===== config.mk =====
export PLATFORM = sky130hd
export DESIGN_NAME = modular_inverse_multiply_unit
export DESIGN_NICKNAME = d
export VERILOG_FILES = /design/src/design/mimu_pkg.sv /design/src/design/modular_inverse_multiply_unit.sv
export SDC_FILE = /design/constraint.sdc
export NUM_CORES = 2
export LEC_CHECK = 0
export BUFFER_PORTS_ARGS = -buffer_cell sky130_fd_sc_hd__buf_2
export CORE_MARGIN = 2
export CORE_UTILIZATION = 50
export CTS_BUF_LIST = sky130_fd_sc_hd__clkbuf_4 sky130_fd_sc_hd__clkbuf_8
export DETAILED_ROUTE_END_ITERATION = 8
export HOLD_SLACK_MARGIN = 0.02
export PLACE_DENSITY = 0.63
export SLEW_MARGIN = 30
export SYNTH_ARGS = -nofsm -noshare
export SYNTH_HDL_FRONTEND = slang
export SYNTH_SLANG_ARGS = --single-unit

===== constraint.sdc =====
create_clock -name i_clk -period 12.6 [get_ports i_clk]
set_clock_uncertainty 0.1 [all_clocks]
set_input_delay 2.52 -clock i_clk [delete_from_list [all_inputs] [get_ports i_clk]]
set_output_delay 2.52 -clock i_clk [all_outputs]
set_load 0.02 [all_outputs]

===== src/design/mimu_pkg.sv =====
// Package for the modular inverse multiply unit.
// Holds the fixed word widths and the default modulus width.
// No dependencies.
package mimu_pkg;

    // Width of the key, multiplier and index words on the ports.
    localparam int DATA_W       = 64;
    // Default modulus exponent: results are reduced mod 2^WIDTH.
    localparam int MIMU_WIDTH   = 64;
    // Half word for the 32x32 partial-product multiplier.
    localparam int HALF_W       = DATA_W / 2;

endpackage : mimu_pkg


===== src/design/modular_inverse_multiply_unit.sv =====
// Modular inverse multiply unit: index = key * inv(multiplier) mod 2^WIDTH.
// Top level; single module. Depends on mimu_pkg for word widths.
//
// channel  | direction | handshake                     | payload
// ---------+-----------+-------------------------------+------------------------------
// input    | in        | i_in_valid / o_in_ready       | i_key_value[63:0]
// result   | out       | o_out_valid / i_out_ready     | o_index_value[63:0],
//          |           |                               | o_no_inverse
// config   | in        | i_cfg_wr_en (no wait)         | i_cfg_wr_data[63:0]
//
// Sequence: a word is taken in idle, then each Euclid step grows the aligned divisor
//   and subtracts it back down; the align state sees the zero remainder and the
//   shared 32x32 multiplier forms the final product. The single compare/subtract/shift
//   datapath runs one quotient bit per cycle. A multiplier with a zero residue
//   skips Euclid.
// Reset: synchronous, active low; clears the sequencer, the result valid and
//   loads the multiplier register with 1.
// Stalls: a finished result waits in the output register while the next key is
//   taken; the sequencer holds its last multiply cycle only if that register is
//   still full.
module modular_inverse_multiply_unit
    import mimu_pkg::*;
#(
    parameter int WIDTH = MIMU_WIDTH
) (
    input  logic              i_clk,
    input  logic              i_rst_n,

    input  logic              i_cfg_wr_en,
    input  logic [DATA_W-1:0] i_cfg_wr_data,

    input  logic              i_in_valid,
    output logic              o_in_ready,
    input  logic [DATA_W-1:0] i_key_value,

    output logic              o_out_valid,
    input  logic              i_out_ready,
    output logic [DATA_W-1:0] o_index_value,
    output logic              o_no_inverse
);

    localparam int SW = $clog2(WIDTH + 1);

    typedef enum logic [1:0] {
        ST_IDLE,
        ST_ALIGN,
        ST_SUB,
        ST_MUL
    } t_state;

    t_state            r_state;
    logic [DATA_W-1:0] r_mult;        // multiplier register p
    logic [DATA_W-1:0] r_key;         // captured key word
    logic              r_no_inv;
    // Euclid state: divide r_a by r_b, r_db = r_b << r_s is the aligned divisor.
    logic [WIDTH:0]    r_a;
    logic [WIDTH-1:0]  r_b;
    logic [WIDTH+1:0]  r_db;
    logic [SW-1:0]     r_s;
    // Bezout coefficients, kept mod 2^WIDTH.
    logic [WIDTH-1:0]  r_x0;
    logic [WIDTH-1:0]  r_x1;
    // Final product over three partial products.
    logic [1:0]        r_mph;
    logic [DATA_W-1:0] r_prod;
    logic [DATA_W-1:0] r_acc;
    logic              r_out_valid;
    logic [DATA_W-1:0] r_index;
    logic              r_out_no_inv;

    // Datapath shared by all Euclid steps.
    logic              w_b_zero;
    logic              w_grow;
    logic              w_take;
    logic [WIDTH:0]    w_a_sub;
    logic [WIDTH-1:0]  w_dx;
    logic [WIDTH-1:0]  w_x0_sub;
    logic [WIDTH-1:0]  w_r0;

    // Shared 32x32 multiplier.
    logic [DATA_W-1:0] w_inv;
    logic [HALF_W-1:0] w_mop_a;
    logic [HALF_W-1:0] w_mop_b;
    logic [DATA_W-1:0] w_mprod;
    logic [DATA_W-1:0] w_acc_next;
    logic [WIDTH-1:0]  w_index_w;
    logic              w_out_free;
    logic              w_in_acc;
    logic              w_load;

    assign w_in_acc  = i_in_valid && o_in_ready;
    assign w_out_free = !r_out_valid || i_out_ready;
    assign w_r0      = r_mult[WIDTH-1:0];
    // Last multiply cycle with room in the output register: load the result word.
    assign w_load    = (r_state == ST_MUL) && (r_mph == 2'd3) && w_out_free;

    assign w_b_zero  = (r_b == '0);
    // Grow the divisor while twice it still fits under the dividend.
    assign w_grow    = ({r_db[WIDTH:0], 1'b0} <= {1'b0, r_a});
    assign w_take    = (r_db <= {1'b0, r_a});
    assign w_a_sub   = w_take ? (r_a - r_db[WIDTH:0]) : r_a;
    // Quotient bit at position s removes x1 << s from x0.
    assign w_dx      = r_x1 << r_s;
    assign w_x0_sub  = w_take ? (r_x0 - w_dx) : r_x0;

    // Low word of key * inv: kL*iL + ((kH*iL + kL*iH) << 32).
    assign w_inv = DATA_W'(r_x0);
    always_comb begin
        w_mop_a = r_key[HALF_W-1:0];
        w_mop_b = w_inv[HALF_W-1:0];
        case (r_mph)
            2'd1:    w_mop_a = r_key[DATA_W-1:HALF_W];
            2'd2:    w_mop_b = w_inv[DATA_W-1:HALF_W];
            default: ;
        endcase
    end
    assign w_mprod    = DATA_W'(w_mop_a) * DATA_W'(w_mop_b);
    assign w_acc_next = (r_mph == 2'd1) ? (r_acc + r_prod)
                                        : (r_acc + (r_prod << HALF_W));
    assign w_index_w  = w_acc_next[WIDTH-1:0];

    always_ff @(posedge i_clk) begin
        if (!i_rst_n) begin
            r_state     <= ST_IDLE;
            r_mult      <= DATA_W'(1);
            r_out_valid <= 1'b0;
            r_mph       <= '0;
        end else begin
            if (i_cfg_wr_en) begin
                r_mult <= i_cfg_wr_data;
            end
            if (w_load) begin
                r_out_valid <= 1'b1;
            end else if (r_out_valid && i_out_ready) begin
                r_out_valid <= 1'b0;
            end

            unique case (r_state)
                ST_IDLE: begin
                    if (w_in_acc) begin
                        r_key    <= i_key_value;
                        r_no_inv <= !r_mult[0];
                        // First step against 2^WIDTH: start dividing 2^WIDTH by p.
                        r_a      <= (WIDTH + 1)'(1) << WIDTH;
                        r_b      <= w_r0;
                        r_db     <= (WIDTH + 2)'(w_r0);
                        r_s      <= '0;
                        r_x0     <= '0;
                        r_x1     <= WIDTH'(1);
                        r_mph    <= '0;
                        // A zero residue ends Euclid at once with coefficient 0.
                        r_state  <= (w_r0 == '0) ? ST_MUL : ST_ALIGN;
                    end
                end
                ST_ALIGN: begin
                    if (w_b_zero) begin
                        r_mph   <= '0;
                        r_state <= ST_MUL;
                    end else if (w_grow) begin
                        r_db <= {r_db[WIDTH:0], 1'b0};
                        r_s  <= r_s + SW'(1);
                    end else begin
                        r_state <= ST_SUB;
                    end
                end
                ST_SUB: begin
                    if (r_s == '0) begin
                        // Step done: rotate (a, b) and (x0, x1).
                        r_a     <= {1'b0, r_b};
                        r_b     <= w_a_sub[WIDTH-1:0];
                        r_db    <= (WIDTH + 2)'(w_a_sub[WIDTH-1:0]);
                        r_x0    <= r_x1;
                        r_x1    <= w_x0_sub;
                        r_state <= ST_ALIGN;
                    end else begin
                        r_a  <= w_a_sub;
                        r_x0 <= w_x0_sub;
                        r_db <= {1'b0, r_db[WIDTH+1:1]};
                        r_s  <= r_s - SW'(1);
                    end
                end
                ST_MUL: begin
                    case (r_mph)
                        2'd0: begin
                            r_acc  <= '0;
                            r_prod <= w_mprod;
                            r_mph  <= 2'd1;
                        end
                        2'd1, 2'd2: begin
                            r_acc  <= w_acc_next;
                            r_prod <= w_mprod;
                            r_mph  <= r_mph + 2'd1;
                        end
                        default: begin
                            // Hold the last cycle until the output register frees.
                            if (w_out_free) begin
                                r_index      <= DATA_W'(w_index_w);
                                r_out_no_inv <= r_no_inv;
                                r_state      <= ST_IDLE;
                            end
                        end
                    endcase
                end
                default: r_state <= ST_IDLE;
            endcase
        end
    end

    assign o_in_ready    = (r_state == ST_IDLE);
    assign o_out_valid   = r_out_valid;
    assign o_index_value = r_index;
    assign o_no_inverse  = r_out_no_inv;

    // Aligned divisor never passes the dividend while growing.
    a_db_le_a: assert property (@(posedge i_clk) disable iff (!i_rst_n)
        (r_state == ST_ALIGN && !w_b_zero) |-> (r_db <= {1'b0, r_a}))
        else $error("aligned divisor exceeds dividend");

    a_s_bound: assert property (@(posedge i_clk) disable iff (!i_rst_n)
        (r_state == ST_ALIGN || r_state == ST_SUB) |-> (r_s <= SW'(WIDTH)))
        else $error("shift count out of range");

    a_busy: assert property (@(posedge i_clk) disable iff (!i_rst_n)
        (i_in_valid && o_in_ready) |=> !o_in_ready)
        else $error("accepted a word without leaving idle");

    a_result_flag: assert property (@(posedge i_clk) disable iff (!i_rst_n)
        (r_state == ST_MUL && r_mph == 2'd3 && w_out_free)
            |=> (o_out_valid && o_no_inverse == $past(r_no_inv)))
        else $error("result word not loaded at end of multiply");

endmodule : modular_inverse_multiply_unit

### Word level (Yosys, flattened, before mapping)

Cells that the tools add are included.

* shift operators: 1
* order comparisons: 2
* multiplexer cells: 42
* reduce and logical (&&, ||, !) cells: 30
* bitwise gates (word level): 1
* equality and inequality tests: 17
* add/subtract/negate cells: 7
* multiply operators: 1

Operator list (number)
* 64-bit two-way mux: 8
* 64-bit case mux with 2 select lines: 4
* 65-bit two-way mux: 4
* 66-bit two-way mux: 3
* 66-bit case mux with 3 select lines: 1
* 66-bit by 65-bit less-or-equal comparator with 1-bit output: 2
* 65-bit case mux with 2 select lines: 1
* 64-bit adder: 2
* 64-bit zero test: 2
* 65-bit subtractor: 1
* 32-bit by 32-bit multiplier with 64-bit output: 1
* 32-bit two-way mux: 2
* 64-bit by 7-bit left shift with 64-bit output: 1
* 64-bit subtractor: 1
* 7-bit two-way mux: 4
* 7-bit case mux with 3 select lines: 1
* 2-bit two-way mux: 9
* 4-bit AND reduction: 4
* 2-bit inequality test (second input constant): 7
* 3-bit AND reduction: 4
* 5-bit AND reduction: 2
* 2-bit equality test (second input constant): 4
* 2-bit case mux with 4 select lines: 1
* 7-bit by 1-bit adder with 7-bit output (second input constant): 1
* other kinds (20): 31

* output and inout bits: 67
* logic and storage cells: 118
* flip-flop bits (word level): 657
* bits of input ports: 133

### Depth between registers and ports, before layout

* depth after elaboration: 5
* depth in mapped cells: 36
* gate-level depth less buffers: 32

### Worst setup path after synthesis

No wires, ideal clock.

* path kind: input to register
* from: in i_rst_n
* to: reg r_b[0], enable pin
* path buffers: 2
* slack: 3.468 ns
* data required time: 11.883 ns
* arrival: 8.416 ns
* stages on the path: 4
* setup time: 0.617 ns
* cell sequence: clkbuf_1 -> clkbuf_1 -> nand2_1 -> nor2_1

* cells in the longest elaborated chain, start to end: 1

Ends and longest elaborated chain
* from (decl): RTL line modular_inverse_multiply_unit.sv:27 `input logic i_rst_n,`
* 4-bit AND reduction (no line)
* to (signal assigned): RTL line modular_inverse_multiply_unit.sv:145 `r_b <= w_r0;`
* to (signal assigned): RTL line modular_inverse_multiply_unit.sv:170 `r_b <= w_a_sub[WIDTH-1:0];`
* to (decl): RTL line modular_inverse_multiply_unit.sv:57 `logic [WIDTH-1:0] r_b;`

Every way passes these cells.
A chain may end at the register's enable or synchronous reset.

### Worst setup path in the final report

* from: reg r_mph[1]
* to: reg r_prod[63] (data pin)

* cells in the longest elaborated chain, start to end: 3
* elaborated cells between the ends (all ways): 5
* classes of those cells: mul: 1; eq/ne: 2; mux: 2

Ends and longest elaborated chain
* from (decl): RTL line modular_inverse_multiply_unit.sv:64 `logic [1:0] r_mph;`
* from (signal assigned): RTL line modular_inverse_multiply_unit.sv:192 `r_mph <= r_mph + 2'd1;`
* 2-bit by 1-bit equality test with 1-bit output or 2-bit equality test (tied branches): RTL line modular_inverse_multiply_unit.sv:111 `case (r_mph)`
* 32-bit two-way mux: RTL line modular_inverse_multiply_unit.sv:111
* 32-bit by 32-bit multiplier with 64-bit output *: RTL line modular_inverse_multiply_unit.sv:117 `assign w_mprod = DATA_W'(w_mop_a) * DATA_W'(w_mop_b);`
* via w_mprod[63]: RTL line modular_inverse_multiply_unit.sv:84 `logic [DATA_W-1:0] w_mprod;`
* to (signal assigned): RTL line modular_inverse_multiply_unit.sv:186 `r_prod <= w_mprod;`
* to (signal assigned): RTL line modular_inverse_multiply_unit.sv:191 `r_prod <= w_mprod;`
* to (decl): RTL line modular_inverse_multiply_unit.sv:65 `logic [DATA_W-1:0] r_prod;`

The timed path passes the listed nets; every way through them passes the cells marked *.

==> flow_summary.ini <==
[route]
avgRoutedWirePerCell_um = 25.0
drc = 0
met2_length_um = 130000
drt_wl_total_um = 279000
ant_nets = 0
drt-met1-wl_um = 112000
vias_per_cell = 6.04
dr_wl_met3_um = 19600
highest_layer = met5
drt-initial-drc-count = 5822
dr_total_vias = 67200
first_pass_iters = 8

[grt]
grt_pass1_vias = 68100
antenna_found_initial = 10
grt_max_degree = 165
grt_pass1_wl_um = 419000
grtUsageTotal = 0.338
grt_remaining_overflow = 0

[setup_path]
critPathMaxStageDelay_ns = 0.62
r2r_cells = 30
critical_path_required_ns = 13.17
critPathTopFamily = adder cells
start_kind = flop
reg2reg_slack_ns = 2.40
path_buf_inv = 8
worstSetupEndpointType = flop
crit_top_cell = fa_1
cp.arrival_ns = 10.77
path_depth = 30
worstPathMaxFanout = 44
cp_slowest_cell = fa_1
reg2reg_from = r_mph[1]$_SDFFE_PN0P_
reg2reg_to = r_prod[63]$_DFFE_PP_
crit_type = reg -> reg

[finish]
fill_cells = 14800
area_delta_synth_final_pct = 6.90
layout.nets = 10500
stdcell_count = 11100
drive_above_1_share = 0.0909

[worst_hold_path]
hold_path_class = reg -> reg
hold_start = r_no_inv$_DFFE_PP_
hold_depth = 0
whs_endpoint = o_no_inverse$_DFFE_PP_

[synth]
synth_edf_count = 588
yosys.area.top_type_share = 0.223
ys_seq_area_frac = 0.235
syn_area_mm2 = 0.0809
yosysUniqueCellTypes = 98
async_flop_share = 0
synthFlopType = edfxtp_1
ys_warn_count = 0
syn_inst = 8929
yosys_register_bits = 657
synth_fp_nets = 10600
yosysTopAreaCell = fa_1
avgSynthCellArea_um2 = 9.06
ys_top_cells_by_area = fa_1 (22%), edfxtp_1 (22%), ha_1 (9.7%)

[sta]
drv_slew = 0
fmax_ghz = 0.0981
rsz0062_at_grt = false
tightest_slew_ns = 1.04
hold_viol = 0
fin_crit_ns = 10.20
setup_tns_ns = 0
setup_viol = 0
slew_headroom = 0.302
min_period_over_period = 0.809

[floorplanning]
dieWidth_um = 406
core_region_area_mm2 = 0.161
fp.dieH_um = 406
start_util = 0.504
fp.dieArea_mm2 = 0.165
io_pins = 200
rows = 147

[clock_tree]
cts.sinks = 657
cts_setup_buffers = 0
cts-root-buf = clkbuf_8
postCtsHoldBufs = 0
tritoncts = done
h-tree-depth = 3
cts_buffers = 117
clock_path_buffers = 3
clock_latency_ns = 0.93
clk_pin_slew_ns = 0.07
cts_resized = 0

[place]
port_buffers = 199
gp_congestion = 1.01
dp.cells = 10900
hpwlAfterDp_um = 215000

[run]
drv_cap = 0

[run_status]
status = finished clean
[synth_stat cells (60+ instances only)]
master	instances
nor3_1	84
edfxtp_1	588
mux2_2	121
dfxtp_1	69
xnor2_1	143
mux2i_1	219
buf_2	60
nand3_1	63
a21oi_1	554
nor2b_1	122
fa_1	901
nor2_1	1090
ha_1	628
a31oi_1	61
a211oi_1	108
clkbuf_1	396
o21ai_0	328
o21a_1	96
nand4_1	99
inv_1	1064
and2_1	105
a21o_1	240
xor2_1	107
nand2_1	983
[worst reg2reg max path: cells and delay by family, from the launching register on]
kind / cells / cell delay (ns)
AND/OR/NAND/NOR: 7 / 1.51
AO/OA/AOI/OAI: 3 / 0.92
multiplexers: 1 / 0.25
XOR/XNOR: 1 / 0.15
adder cells (fa/ha/maj): 10 / 4.91
flip-flops: 1 / 0.37
buffers and inverters: 8 / 1.73
[cells in the final DEF, fill, tap and decap left out, types with 108 or more instances in the layout]
cell type | synthesis | final
a21oi_1 | 554 | 554
nor2_1 | 1090 | 1085
xnor2_1 | 143 | 143
edfxtp_1 | 588 | 588
a21o_1 | 240 | 240
buf_4 | 2 | 115
a211oi_1 | 108 | 108
clkbuf_8 | 0 | 125
mux2i_1 | 219 | 170
fa_1 | 901 | 901
mux2_2 | 121 | 121
inv_1 | 1064 | 1062
o21ai_0 | 328 | 328
nand2_1 | 983 | 980
buf_2 | 60 | 198
nor2b_1 | 122 | 122
ha_1 | 628 | 622
[how the worst max path moves through the flow]
stage | endpoint | start
global route | r_prod[59]$_DFFE_PP_ | r_mph[1]$_SDFFE_PN0P_
finish | r_prod[63]$_DFFE_PP_ | r_mph[1]$_SDFFE_PN0P_
global placement | r_prod[59]$_DFFE_PP_ | r_mph[1]$_SDFFE_PN0P_
floorplan | r_b[0]$_DFFE_PP_ | i_rst_n
detailed placement | r_prod[59]$_DFFE_PP_ | r_mph[1]$_SDFFE_PN0P_
CTS | r_prod[59]$_DFFE_PP_ | r_mph[1]$_SDFFE_PN0P_
[layout make-up]
type                            instances  area (µm²)  share of cell area
Timing Repair Buffer                  319        1960              0.0227
Multi-Input combinational cell       6704       56300               0.651
Clock inverter                         59         509             0.00589
Inverter                             1071        4030              0.0466
Sequential cell                       657       19000               0.220
Antenna cell                            4        10.0            0.000116
Tap cell                             2160        2700              0.0313
Clock buffer                          154        1940              0.0224
[cell families (layout without fill, tap and decap cells)]
logic type,Yosys count,after routing,synth area share
and+or+nand+nor,2766,2766,0.149
AOI/OAI and AO/OA,1792,1792,0.143
buffers and inverters,1568,1603,0.0742
adders and majority gates,1529,1529,0.320
DFF,657,657,0.235
muxes,367,367,0.0515
xor gates and xnor gates,250,250,0.0271
other,0,4,0
[per-layer routing]
layer | vias to the layer above | global-route usage
li1 | 30000 | -
met1 | 33700 | 0.435
met2 | 2806 | 0.554
met3 | 708 | 0.0485
met4 | 6 | 0.176
met5 | - | 0
[registers in the layout, summed over array words and instances (netlist names)]
register       count
r_mult            64
r_db              66
r_b               64
r_key             64
r_s                7
r_mph              2
r_acc             64
r_state            2
r_a               65
r_no_inv           1
o_index_value     64
o_no_inverse       1
r_x0              64
r_x1              64
r_prod            64
o_out_valid        1
[through the flow]
stage	hold slack [ns]	utilization	worst slack (ns)	area [µm²]
after floorplan	0.300	-	3.47	80900
after global placement	0.303	0.522	2.56	83900
after detailed placement	0.324	0.523	2.51	84000
after CTS	0.341	0.538	2.50	86400
after global routing	0.336	0.538	2.12	86400
final	0.338	0.538	2.40	86400
Power is left out: the tool's default activity adds up to more than one toggle a clock period on the data nets, which glitch-free logic cannot reach.
